### src/hdl/pdf_pkg.sv
// ----------------------------------------------------------------------------
// pdf_pkg
// Shared types and constants of the preamble frame deframer.
// ----------------------------------------------------------------------------
package pdf_pkg;

  localparam int BYTE_W    = 8;
  localparam int PLEN_W    = 4;
  localparam int IDX_W     = 5;
  localparam int CFG_IDX_W = 1;
  localparam int OUT_LIMIT = 32;

  localparam logic [CFG_IDX_W-1:0] CFG_PREAMBLE_LEN = 1'd0;
  localparam logic [CFG_IDX_W-1:0] CFG_SYNC_BYTE    = 1'd1;

  localparam logic [PLEN_W-1:0] PREAMBLE_LEN_RST = 4'd5;
  localparam logic [BYTE_W-1:0] SYNC_BYTE_RST    = 8'hFF;
  localparam logic [PLEN_W-1:0] SYNC_RUN_MAX     = 4'd15;

  typedef logic [BYTE_W-1:0] byte_t;

  typedef struct packed {
    logic sync_upd;
    logic cap_func;
    logic cap_len;
    logic cap_data;
    logic cap_check;
    logic rd_start;
    logic rd_issue;
    logic rd_next;
    logic out_load;
  } pdf_cmd_t;

  typedef struct packed {
    logic sync_hit;
    logic len_zero;
    logic data_done;
    logic empty;
    logic rd_last;
    logic out_free;
  } pdf_status_t;

endpackage

### src/hdl/pdf_ctrl.sv
// ----------------------------------------------------------------------------
// pdf_ctrl
// Frame phase controller: preamble hunt, header, payload, checksum, readout.
// ----------------------------------------------------------------------------
module pdf_ctrl (
  input  logic                 clk,
  input  logic                 rst_n,
  input  logic                 in_valid,
  output logic                 in_stall,
  input  pdf_pkg::pdf_status_t status,
  output pdf_pkg::pdf_cmd_t    cmd
);
  import pdf_pkg::*;

  localparam logic [2:0] ST_PRE     = 3'd0;
  localparam logic [2:0] ST_FUNC    = 3'd1;
  localparam logic [2:0] ST_LEN     = 3'd2;
  localparam logic [2:0] ST_DATA    = 3'd3;
  localparam logic [2:0] ST_CHECK   = 3'd4;
  localparam logic [2:0] ST_EMIT_RD = 3'd5;
  localparam logic [2:0] ST_EMIT_LD = 3'd6;

  logic [2:0] state_r;
  logic [2:0] state_nxt;
  logic       take;

  assign in_stall = (state_r == ST_EMIT_RD) || (state_r == ST_EMIT_LD);
  assign take     = in_valid && !in_stall;

  always_comb begin
    state_nxt = state_r;
    cmd       = '0;
    unique case (state_r)
      ST_PRE: begin
        if (take) begin
          cmd.sync_upd = 1'b1;
          if (status.sync_hit) state_nxt = ST_FUNC;
        end
      end
      ST_FUNC: begin
        if (take) begin
          cmd.cap_func = 1'b1;
          state_nxt    = ST_LEN;
        end
      end
      ST_LEN: begin
        if (take) begin
          cmd.cap_len = 1'b1;
          state_nxt   = status.len_zero ? ST_CHECK : ST_DATA;
        end
      end
      ST_DATA: begin
        if (take) begin
          cmd.cap_data = 1'b1;
          if (status.data_done) state_nxt = ST_CHECK;
        end
      end
      ST_CHECK: begin
        if (take) begin
          cmd.cap_check = 1'b1;
          cmd.rd_start  = 1'b1;
          state_nxt     = ST_EMIT_RD;
        end
      end
      ST_EMIT_RD: begin
        cmd.rd_issue = !status.empty;
        state_nxt    = ST_EMIT_LD;
      end
      ST_EMIT_LD: begin
        if (status.out_free) begin
          cmd.out_load = 1'b1;
          if (status.empty || status.rd_last) begin
            state_nxt = ST_PRE;
          end else begin
            cmd.rd_next = 1'b1;
            state_nxt   = ST_EMIT_RD;
          end
        end
      end
      default: state_nxt = ST_PRE;
    endcase
  end

  always_ff @(posedge clk) begin
    if (!rst_n) begin
      state_r <= ST_PRE;
    end else begin
      state_r <= state_nxt;
    end
  end

endmodule

### src/hdl/pdf_dpath.sv
// ----------------------------------------------------------------------------
// pdf_dpath
// Config registers, sync run counter, header capture, payload buffer and
// output register.
// ----------------------------------------------------------------------------
module pdf_dpath #(
  parameter int DEPTH = 32
) (
  input  logic                              clk,
  input  logic                              rst_n,
  input  logic                              cfg_wr_en,
  input  logic [pdf_pkg::CFG_IDX_W-1:0]     cfg_index,
  input  logic [pdf_pkg::BYTE_W-1:0]        cfg_wr_data,
  input  logic [pdf_pkg::BYTE_W-1:0]        in_rx_byte,
  input  logic                              out_stall,
  output logic                              out_valid,
  output logic [pdf_pkg::BYTE_W-1:0]        out_func_code,
  output logic [pdf_pkg::BYTE_W-1:0]        out_frame_length,
  output logic [pdf_pkg::BYTE_W-1:0]        out_check_byte,
  output logic [pdf_pkg::BYTE_W-1:0]        out_payload_byte,
  output logic [pdf_pkg::IDX_W-1:0]         out_payload_index,
  output logic                              out_has_data,
  output logic                              out_truncated,
  output logic                              out_last,
  input  pdf_pkg::pdf_cmd_t                 cmd,
  output pdf_pkg::pdf_status_t              status
);
  import pdf_pkg::*;

  localparam int          AW      = (DEPTH > 1) ? $clog2(DEPTH) : 1;
  localparam logic [7:0]  DEPTH_B = 8'(DEPTH);

  logic [PLEN_W-1:0] preamble_len_r;
  byte_t             sync_byte_r;
  logic [PLEN_W-1:0] sync_run_r;
  logic [PLEN_W-1:0] sync_run_nxt;
  logic [PLEN_W-1:0] need;
  byte_t             held_func_r;
  byte_t             held_length_r;
  byte_t             held_check_r;
  byte_t             byte_count_r;
  logic [IDX_W-1:0]  rd_idx_r;
  byte_t             rd_data_r;
  byte_t             stored;
  logic              trunc;

  byte_t             mem [DEPTH];

  logic              out_valid_r;
  byte_t             out_func_r;
  byte_t             out_len_r;
  byte_t             out_check_r;
  byte_t             out_payload_r;
  logic [IDX_W-1:0]  out_index_r;
  logic              out_has_data_r;
  logic              out_trunc_r;
  logic              out_last_r;

  // sync run tracking
  assign need = (preamble_len_r == '0) ? 4'd1 : preamble_len_r;
  always_comb begin
    if (in_rx_byte == sync_byte_r) begin
      sync_run_nxt = (sync_run_r == SYNC_RUN_MAX) ? SYNC_RUN_MAX : sync_run_r + 4'd1;
    end else begin
      sync_run_nxt = '0;
    end
  end

  assign trunc  = held_length_r > DEPTH_B;
  assign stored = trunc ? DEPTH_B : held_length_r;

  assign status.sync_hit  = sync_run_nxt >= need;
  assign status.len_zero  = in_rx_byte == '0;
  assign status.data_done = (byte_count_r + 8'd1) >= held_length_r;
  assign status.empty     = stored == '0;
  assign status.rd_last   = {3'b000, rd_idx_r} == (stored - 8'd1);
  assign status.out_free  = !out_valid_r || !out_stall;

  always_ff @(posedge clk) begin
    if (!rst_n) begin
      preamble_len_r <= PREAMBLE_LEN_RST;
      sync_byte_r    <= SYNC_BYTE_RST;
      sync_run_r     <= '0;
      held_func_r    <= '0;
      held_length_r  <= '0;
      byte_count_r   <= '0;
    end else begin
      if (cfg_wr_en) begin
        unique case (cfg_index)
          CFG_PREAMBLE_LEN: preamble_len_r <= cfg_wr_data[PLEN_W-1:0];
          CFG_SYNC_BYTE:    sync_byte_r    <= cfg_wr_data;
          default:          ;
        endcase
      end
      if (cmd.sync_upd) sync_run_r <= status.sync_hit ? '0 : sync_run_nxt;
      if (cmd.cap_func) held_func_r <= in_rx_byte;
      if (cmd.cap_len) begin
        held_length_r <= in_rx_byte;
        byte_count_r  <= '0;
      end
      if (cmd.cap_data) byte_count_r <= byte_count_r + 8'd1;
    end
  end

  always_ff @(posedge clk) begin
    if (cmd.cap_check) held_check_r <= in_rx_byte;
    if (cmd.rd_start) begin
      rd_idx_r <= '0;
    end else if (cmd.rd_next) begin
      rd_idx_r <= rd_idx_r + 5'd1;
    end
  end

  // payload buffer
  always_ff @(posedge clk) begin
    if (cmd.cap_data && (byte_count_r < DEPTH_B)) begin
      mem[byte_count_r[AW-1:0]] <= in_rx_byte;
    end
    if (cmd.rd_issue) begin
      rd_data_r <= mem[rd_idx_r[AW-1:0]];
    end
  end

  // output register
  always_ff @(posedge clk) begin
    if (!rst_n) begin
      out_valid_r <= 1'b0;
    end else if (cmd.out_load) begin
      out_valid_r <= 1'b1;
    end else if (!out_stall) begin
      out_valid_r <= 1'b0;
    end
  end

  always_ff @(posedge clk) begin
    if (cmd.out_load) begin
      out_func_r     <= held_func_r;
      out_len_r      <= held_length_r;
      out_check_r    <= held_check_r;
      out_payload_r  <= status.empty ? '0 : rd_data_r;
      out_index_r    <= status.empty ? '0 : rd_idx_r;
      out_has_data_r <= !status.empty;
      out_trunc_r    <= trunc;
      out_last_r     <= status.empty || status.rd_last;
    end
  end

  assign out_valid         = out_valid_r;
  assign out_func_code     = out_func_r;
  assign out_frame_length  = out_len_r;
  assign out_check_byte    = out_check_r;
  assign out_payload_byte  = out_payload_r;
  assign out_payload_index = out_index_r;
  assign out_has_data      = out_has_data_r;
  assign out_truncated     = out_trunc_r;
  assign out_last          = out_last_r;

  a_load_needs_room: assert property (@(posedge clk) disable iff (!rst_n)
    cmd.out_load |-> (!out_valid_r || !out_stall))
    else $error("output register overwritten while a result waits");

  a_read_in_range: assert property (@(posedge clk) disable iff (!rst_n)
    cmd.rd_issue |-> ({3'b000, rd_idx_r} < stored))
    else $error("buffer read beyond stored payload");

  a_data_within_length: assert property (@(posedge clk) disable iff (!rst_n)
    cmd.cap_data |-> (byte_count_r < held_length_r))
    else $error("payload byte taken beyond frame length");

  a_run_cleared_on_open: assert property (@(posedge clk) disable iff (!rst_n)
    cmd.cap_func |-> (sync_run_r == '0))
    else $error("sync run not cleared when frame opened");

endmodule

### src/hdl/preamble_frame_deframer.sv
// ----------------------------------------------------------------------------
// preamble_frame_deframer
// Hunts for a run of sync bytes, collects function code, length, payload
// and checksum, then plays the frame out one payload byte per result (one result without payload for an empty frame).
//
//   channel  | direction | handshake          | payload
//   in_      | input     | in_valid/in_stall  | in_rx_byte
//   out_     | output    | out_valid/out_stall| header, payload byte, flags
//   cfg_     | input     | cfg_wr_en          | cfg_index, cfg_wr_data
//
// one received byte is taken per cycle while the frame is collected
// the checksum byte starts readout: each result is a buffer read, then an
// output register load, and in_stall is held until the last result of the
// frame is loaded, also for an empty frame
// synchronous active-low reset; no clearing pass, the buffer is written
// before it is read in every frame
// out_stall holds the output register and pauses readout
// ----------------------------------------------------------------------------
module preamble_frame_deframer #(
  parameter int MAX_PAYLOAD = 32
) (
  input  logic                           clk,
  input  logic                           rst_n,
  input  logic                           cfg_wr_en,
  input  logic [pdf_pkg::CFG_IDX_W-1:0]  cfg_index,
  input  logic [pdf_pkg::BYTE_W-1:0]     cfg_wr_data,
  input  logic                           in_valid,
  output logic                           in_stall,
  input  logic [pdf_pkg::BYTE_W-1:0]     in_rx_byte,
  output logic                           out_valid,
  input  logic                           out_stall,
  output logic [pdf_pkg::BYTE_W-1:0]     out_func_code,
  output logic [pdf_pkg::BYTE_W-1:0]     out_frame_length,
  output logic [pdf_pkg::BYTE_W-1:0]     out_check_byte,
  output logic [pdf_pkg::BYTE_W-1:0]     out_payload_byte,
  output logic [pdf_pkg::IDX_W-1:0]      out_payload_index,
  output logic                           out_has_data,
  output logic                           out_truncated,
  output logic                           out_last
);
  import pdf_pkg::*;

  localparam int KEEP = (MAX_PAYLOAD < OUT_LIMIT) ? MAX_PAYLOAD : OUT_LIMIT;

  pdf_cmd_t    cmd;
  pdf_status_t status;

  pdf_ctrl u_ctrl (
    .clk      (clk),
    .rst_n    (rst_n),
    .in_valid (in_valid),
    .in_stall (in_stall),
    .status   (status),
    .cmd      (cmd)
  );

  pdf_dpath #(
    .DEPTH (KEEP)
  ) u_dpath (
    .clk               (clk),
    .rst_n             (rst_n),
    .cfg_wr_en         (cfg_wr_en),
    .cfg_index         (cfg_index),
    .cfg_wr_data       (cfg_wr_data),
    .in_rx_byte        (in_rx_byte),
    .out_stall         (out_stall),
    .out_valid         (out_valid),
    .out_func_code     (out_func_code),
    .out_frame_length  (out_frame_length),
    .out_check_byte    (out_check_byte),
    .out_payload_byte  (out_payload_byte),
    .out_payload_index (out_payload_index),
    .out_has_data      (out_has_data),
    .out_truncated     (out_truncated),
    .out_last          (out_last),
    .cmd               (cmd),
    .status            (status)
  );

endmodule
### config.mk
export PLATFORM = sky130hd
export DESIGN_NAME = preamble_frame_deframer
export DESIGN_NICKNAME = d
export VERILOG_FILES = /design/src/hdl/pdf_pkg.sv /design/src/hdl/pdf_ctrl.sv /design/src/hdl/pdf_dpath.sv /design/src/hdl/preamble_frame_deframer.sv
export SDC_FILE = /design/constraint.sdc
export NUM_CORES = 1
export LEC_CHECK = 0
export BUFFER_PORTS_ARGS = -buffer_cell sky130_fd_sc_hd__buf_2
export CAP_MARGIN = 20
export CORE_MARGIN = 2
export CORE_UTILIZATION = 50
export CTS_CLUSTER_DIAMETER = 200
export CTS_CLUSTER_SIZE = 28
export DETAILED_ROUTE_END_ITERATION = 7
export HOLD_SLACK_MARGIN = 0.05
export PLACE_DENSITY_LB_ADDON = 0.05
export SYNTH_ARGS = -nofsm -noshare
export SYNTH_HDL_FRONTEND = slang
export SYNTH_HIERARCHICAL = 1
export SYNTH_SLANG_ARGS = --single-unit
### constraint.sdc
create_clock -name clk -period 12.26 [get_ports clk]
set_input_delay 2.452 -clock clk [delete_from_list [all_inputs] [get_ports clk]]
set_output_delay 2.452 -clock clk [all_outputs]
set_load 0.02 [all_outputs]
==> results.py <==
metrics = {
    "worst_setup_path": {
        "cp_top_family": "compound AO/OA/AOI/OAI gates",
        "reg2regPathDepth": 5,
        "cp.arrival_ns": 5.60,
        "cp_slowest_stage_delay_ns": 0.62,
        "start_kind": "input port",
        "cpMaxStageDelayCell": "a2111oi_0",
        "cp.required_ns": 12.68,
        "cp-end-kind": "flip-flop",
        "path_depth": 12,
        "critical_path_class": "input port to flip-flop",
        "critPathMaxFanout": 37,
        "ff2ff_setup_slack_ns": 8.48,
        "cpMostUsedCell": "o21a_1",
        "crit_chain": "buf_2, xnor2_1, nand4_1, a2111oi_0, ha_1, a21oi_1, o21a_1, inv_1, o21a_1, o21ai_1, a2111oi_1, a41o_1",
        "crit_buf_inv": 2,
    },
    "detailed_routing": {
        "drt-initial-drc-count": 561,
        "wl_per_cell_microns": 22.78,
        "vias": 7352,
        "drt_wl_total_mm": 29.22,
        "drtPass1Iterations": 4,
        "routed_via_density": 5.730,
        "ant_nets": 0,
        "drc": 0,
    },
    "global_route": {
        "grt_usage_pct": 19.54,
        "grt_max_degree": 65,
        "grt_pass1_wl_mm": 44.84,
        "grt_pass1_vias": 7321,
        "grt-ovfl-total": 0,
        "antenna_found_initial": 1,
    },
    "synth": {
        "syn_avg_cell_area_sq_um": 17.48,
        "synth-seq-area-share_pct": 71.00,
        "synth.cell_area_sq_mm": 0.01458,
        "synthCells": 834,
        "ys.warnings.count": 6,
        "synth_async_sr_flop_share_pct": 0,
        "synth_edf_count": 312,
        "ys_ff_latch": 361,
        "post_synth_num_cell_types": 50,
        "synth_nets": 876,
        "ys.flop_type": "edfxtp_1",
    },
    "power": {
        "p_clk_share_pct": 30.9,
        "internal_power_uw": 1604,
        "combinationalPowerShare_pct": 1.9,
        "netSwitchingFraction_pct": 19.09,
        "pwr-share-seq_pct": 67.2,
        "p_leak_uw": 0.005021,
        "ir_worst_vdd_mv": 0.09376,
        "power.total_uw": 1982,
        "powerDensity_mw_per_mm2": 125.4,
        "p_sw_uw": 378.4,
    },
    "floorplan": {
        "die_area_sq_mm": 0.03053,
        "die_h_microns": 174.7,
        "core-area_sq_mm": 0.02870,
        "ios": 64,
        "fp-row-count": 62,
        "dieWidth_microns": 174.7,
        "initial_core_util_pct": 50.78,
    },
    "clocking": {
        "cts_sinks": 361,
        "cts_buffers": 16,
        "cts_tree": "done",
        "h-tree-depth": 1,
        "clock_path_buffers": 3,
        "cts_root_buffer": "clkbuf_16",
        "insertion_delay_ns": 0.52,
        "path_clk_slew_ns": 0.11,
        "cts_setup_buffers": 0,
        "cts_resized": 0,
        "ctsHoldBuffers": 0,
    },
    "placed_design": {
        "gp_congestion": 0.8129,
        "portBuffers": 63,
        "dpl_cell_area_sq_mm": 0.01530,
        "dp_hpwl_mm": 18.63,
    },
    "sta": {
        "tightest_slew_ns": 0.9172,
        "clock.fmax_mhz": 193.0,
        "drv_slew": 0,
        "fin_skew_ns": 0.01896,
        "relSlewSlack_pct": 38.63,
        "fin_crit_sh_pct": 42.27,
        "hold_violations": 0,
        "fin_crit_ns": 5.182,
        "rsz0062_at_grt": "false",
        "setup_viol": 0,
        "final.setup.tns_ns": 0,
        "timing.hold.ws_ns": 0.4305,
    },
    "final_layout": {
        "final_cell_area_sq_mm": 0.01580,
        "layout.nets": 930,
        "area_growth_syn_to_layout_pct": 8.395,
        "fin_util_pct": 55.05,
        "drive_gt1_share_pct": 21.60,
    },
    "status": {
        "status": "finished, final reports clean",
    },
    "flow_run": {
        "drv_cap": 0,
    },
    "worst_hold_path": {
        "hp-class": "flip-flop to flip-flop",
        "whs_path_depth": 0,
    },
}
==> cells by family (layout without fill, tap and decap cells) <==
family                     count (synthesis)  after routing  share of synthesized area (%)
other                                      0              1                              0
and+or+nand+nor                          206            206                          7.150
AOI/OAI and AO/OA                         54             54                          2.489
adders and majority gates                 20             20                          1.717
xor gates and xnor gates                  23             23                          1.382
DFF                                      361            361                          71.00
buffers and inverters                     61            125                          1.837
muxes                                    109            109                          14.42
==> layer usage <==
metal | track usage (%) | up-vias | share of wire [%]
met5 | 0 | - | 0
met4 | 3.229 | 0 | 1.6
met3 | 2.241 | 27 | 4.2
met2 | 32.56 | 198 | 49
met1 | 28.61 | 3795 | 45
li1 | - | 3332 | -
==> synth_stat cells (6+ instances only) <==
cell type	instances	area share, %
a21oi_1	14	0.48
nor3b_1	6	0.31
o21ai_0	9	0.31
mux4_2	80	12
nand2b_1	8	0.34
dfxtp_1	49	6.7
nand2_1	42	1.1
nor2b_1	28	1.2
buf_2	7	0.24
inv_1	20	0.52
edfxtp_1	312	64
mux2i_1	21	1.4
nor3_1	11	0.38
mux2_2	8	0.62
clkbuf_1	24	0.62
buf_4	8	0.41
and2_1	16	0.69
xor2_1	6	0.36
ha_1	20	1.7
nand3b_1	6	0.31
xnor2_1	17	1.0
nand3_1	19	0.65
nor2_1	53	1.4
==> area by class of cell <==
class                           count  area, sq um
Antenna cell                        1        2.502
Clock buffer                       27        462.9
Clock inverter                      1        5.005
Fill cell                        2254        12900
Inverter                           20        75.07
Multi-Input combinational cell    412         3975
Sequential cell                   361        10350
Tap cell                          384        480.5
Timing Repair Buffer               77        444.2
==> placed cells by master (no fill, tap or decap), drive strengths merged, types with 8 or more instances in the layout <==
| master | instances |
|---|---|
| and2 | 16 |
| ha | 20 |
| a21oi | 16 |
| nor3 | 11 |
| mux2i | 21 |
| mux2 | 8 |
| inv | 20 |
| nand3 | 19 |
| nor2 | 53 |
| xnor2 | 17 |
| mux4 | 80 |
| edfxtp | 312 |
| dfxtp | 49 |
| nand2 | 42 |
| nor2b | 28 |
| buf | 77 |
| o21ai | 10 |
| nand2b | 8 |
| clkbuf | 27 |
==> power by group through the flow <==
stage	combinational [uW]	clock (uW)	sequential, uW
global placement	37.0	0	1360
CTS	38.6	634	1330
detailed placement	38.9	0	1360
global route	42.2	673	1330
finish	37.8	612	1330
floorplan	13.1	0	1360
==> flip-flops by register name (all words and copies together) (netlist names), 3 cells and up <==
register / flops
u_dpath/out_check_byte: 8
u_dpath/out_payload_index: 5
u_dpath/preamble_len_r: 4
u_dpath/out_frame_length: 8
u_dpath/held_length_r: 8
u_dpath/out_func_code: 8
u_dpath/rd_idx_r: 5
u_dpath/sync_byte_r: 8
u_dpath/held_check_r: 8
u_dpath/rd_data_r: 8
u_dpath/held_func_r: 8
u_dpath/mem: 256
u_dpath/out_payload_byte: 8
u_dpath/byte_count_r: 8
u_ctrl/state_r: 3
u_dpath/sync_run_r: 4
==> final timing paths <==
check,start,endpoint
max,in_rx_byte[3],u_ctrl/state_r[2]
min,u_dpath/held_check_r[5],u_dpath/out_check_byte[5]
max reg2reg,u_ctrl/state_r[1],u_dpath/mem[27][1]
min reg2reg,u_dpath/held_check_r[5],u_dpath/out_check_byte[5]
==> through the flow <==
stage          setup slack [ns]  std cells
2_1_floorplan             5.915        834
5_1_grt                   6.804       1282
4_1_cts                   7.109       1281
6_report                  7.078       1283
3_3_place_gp              6.722       1252
3_5_place_dp              6.551       1253
(Power assumes the default switching activity.)
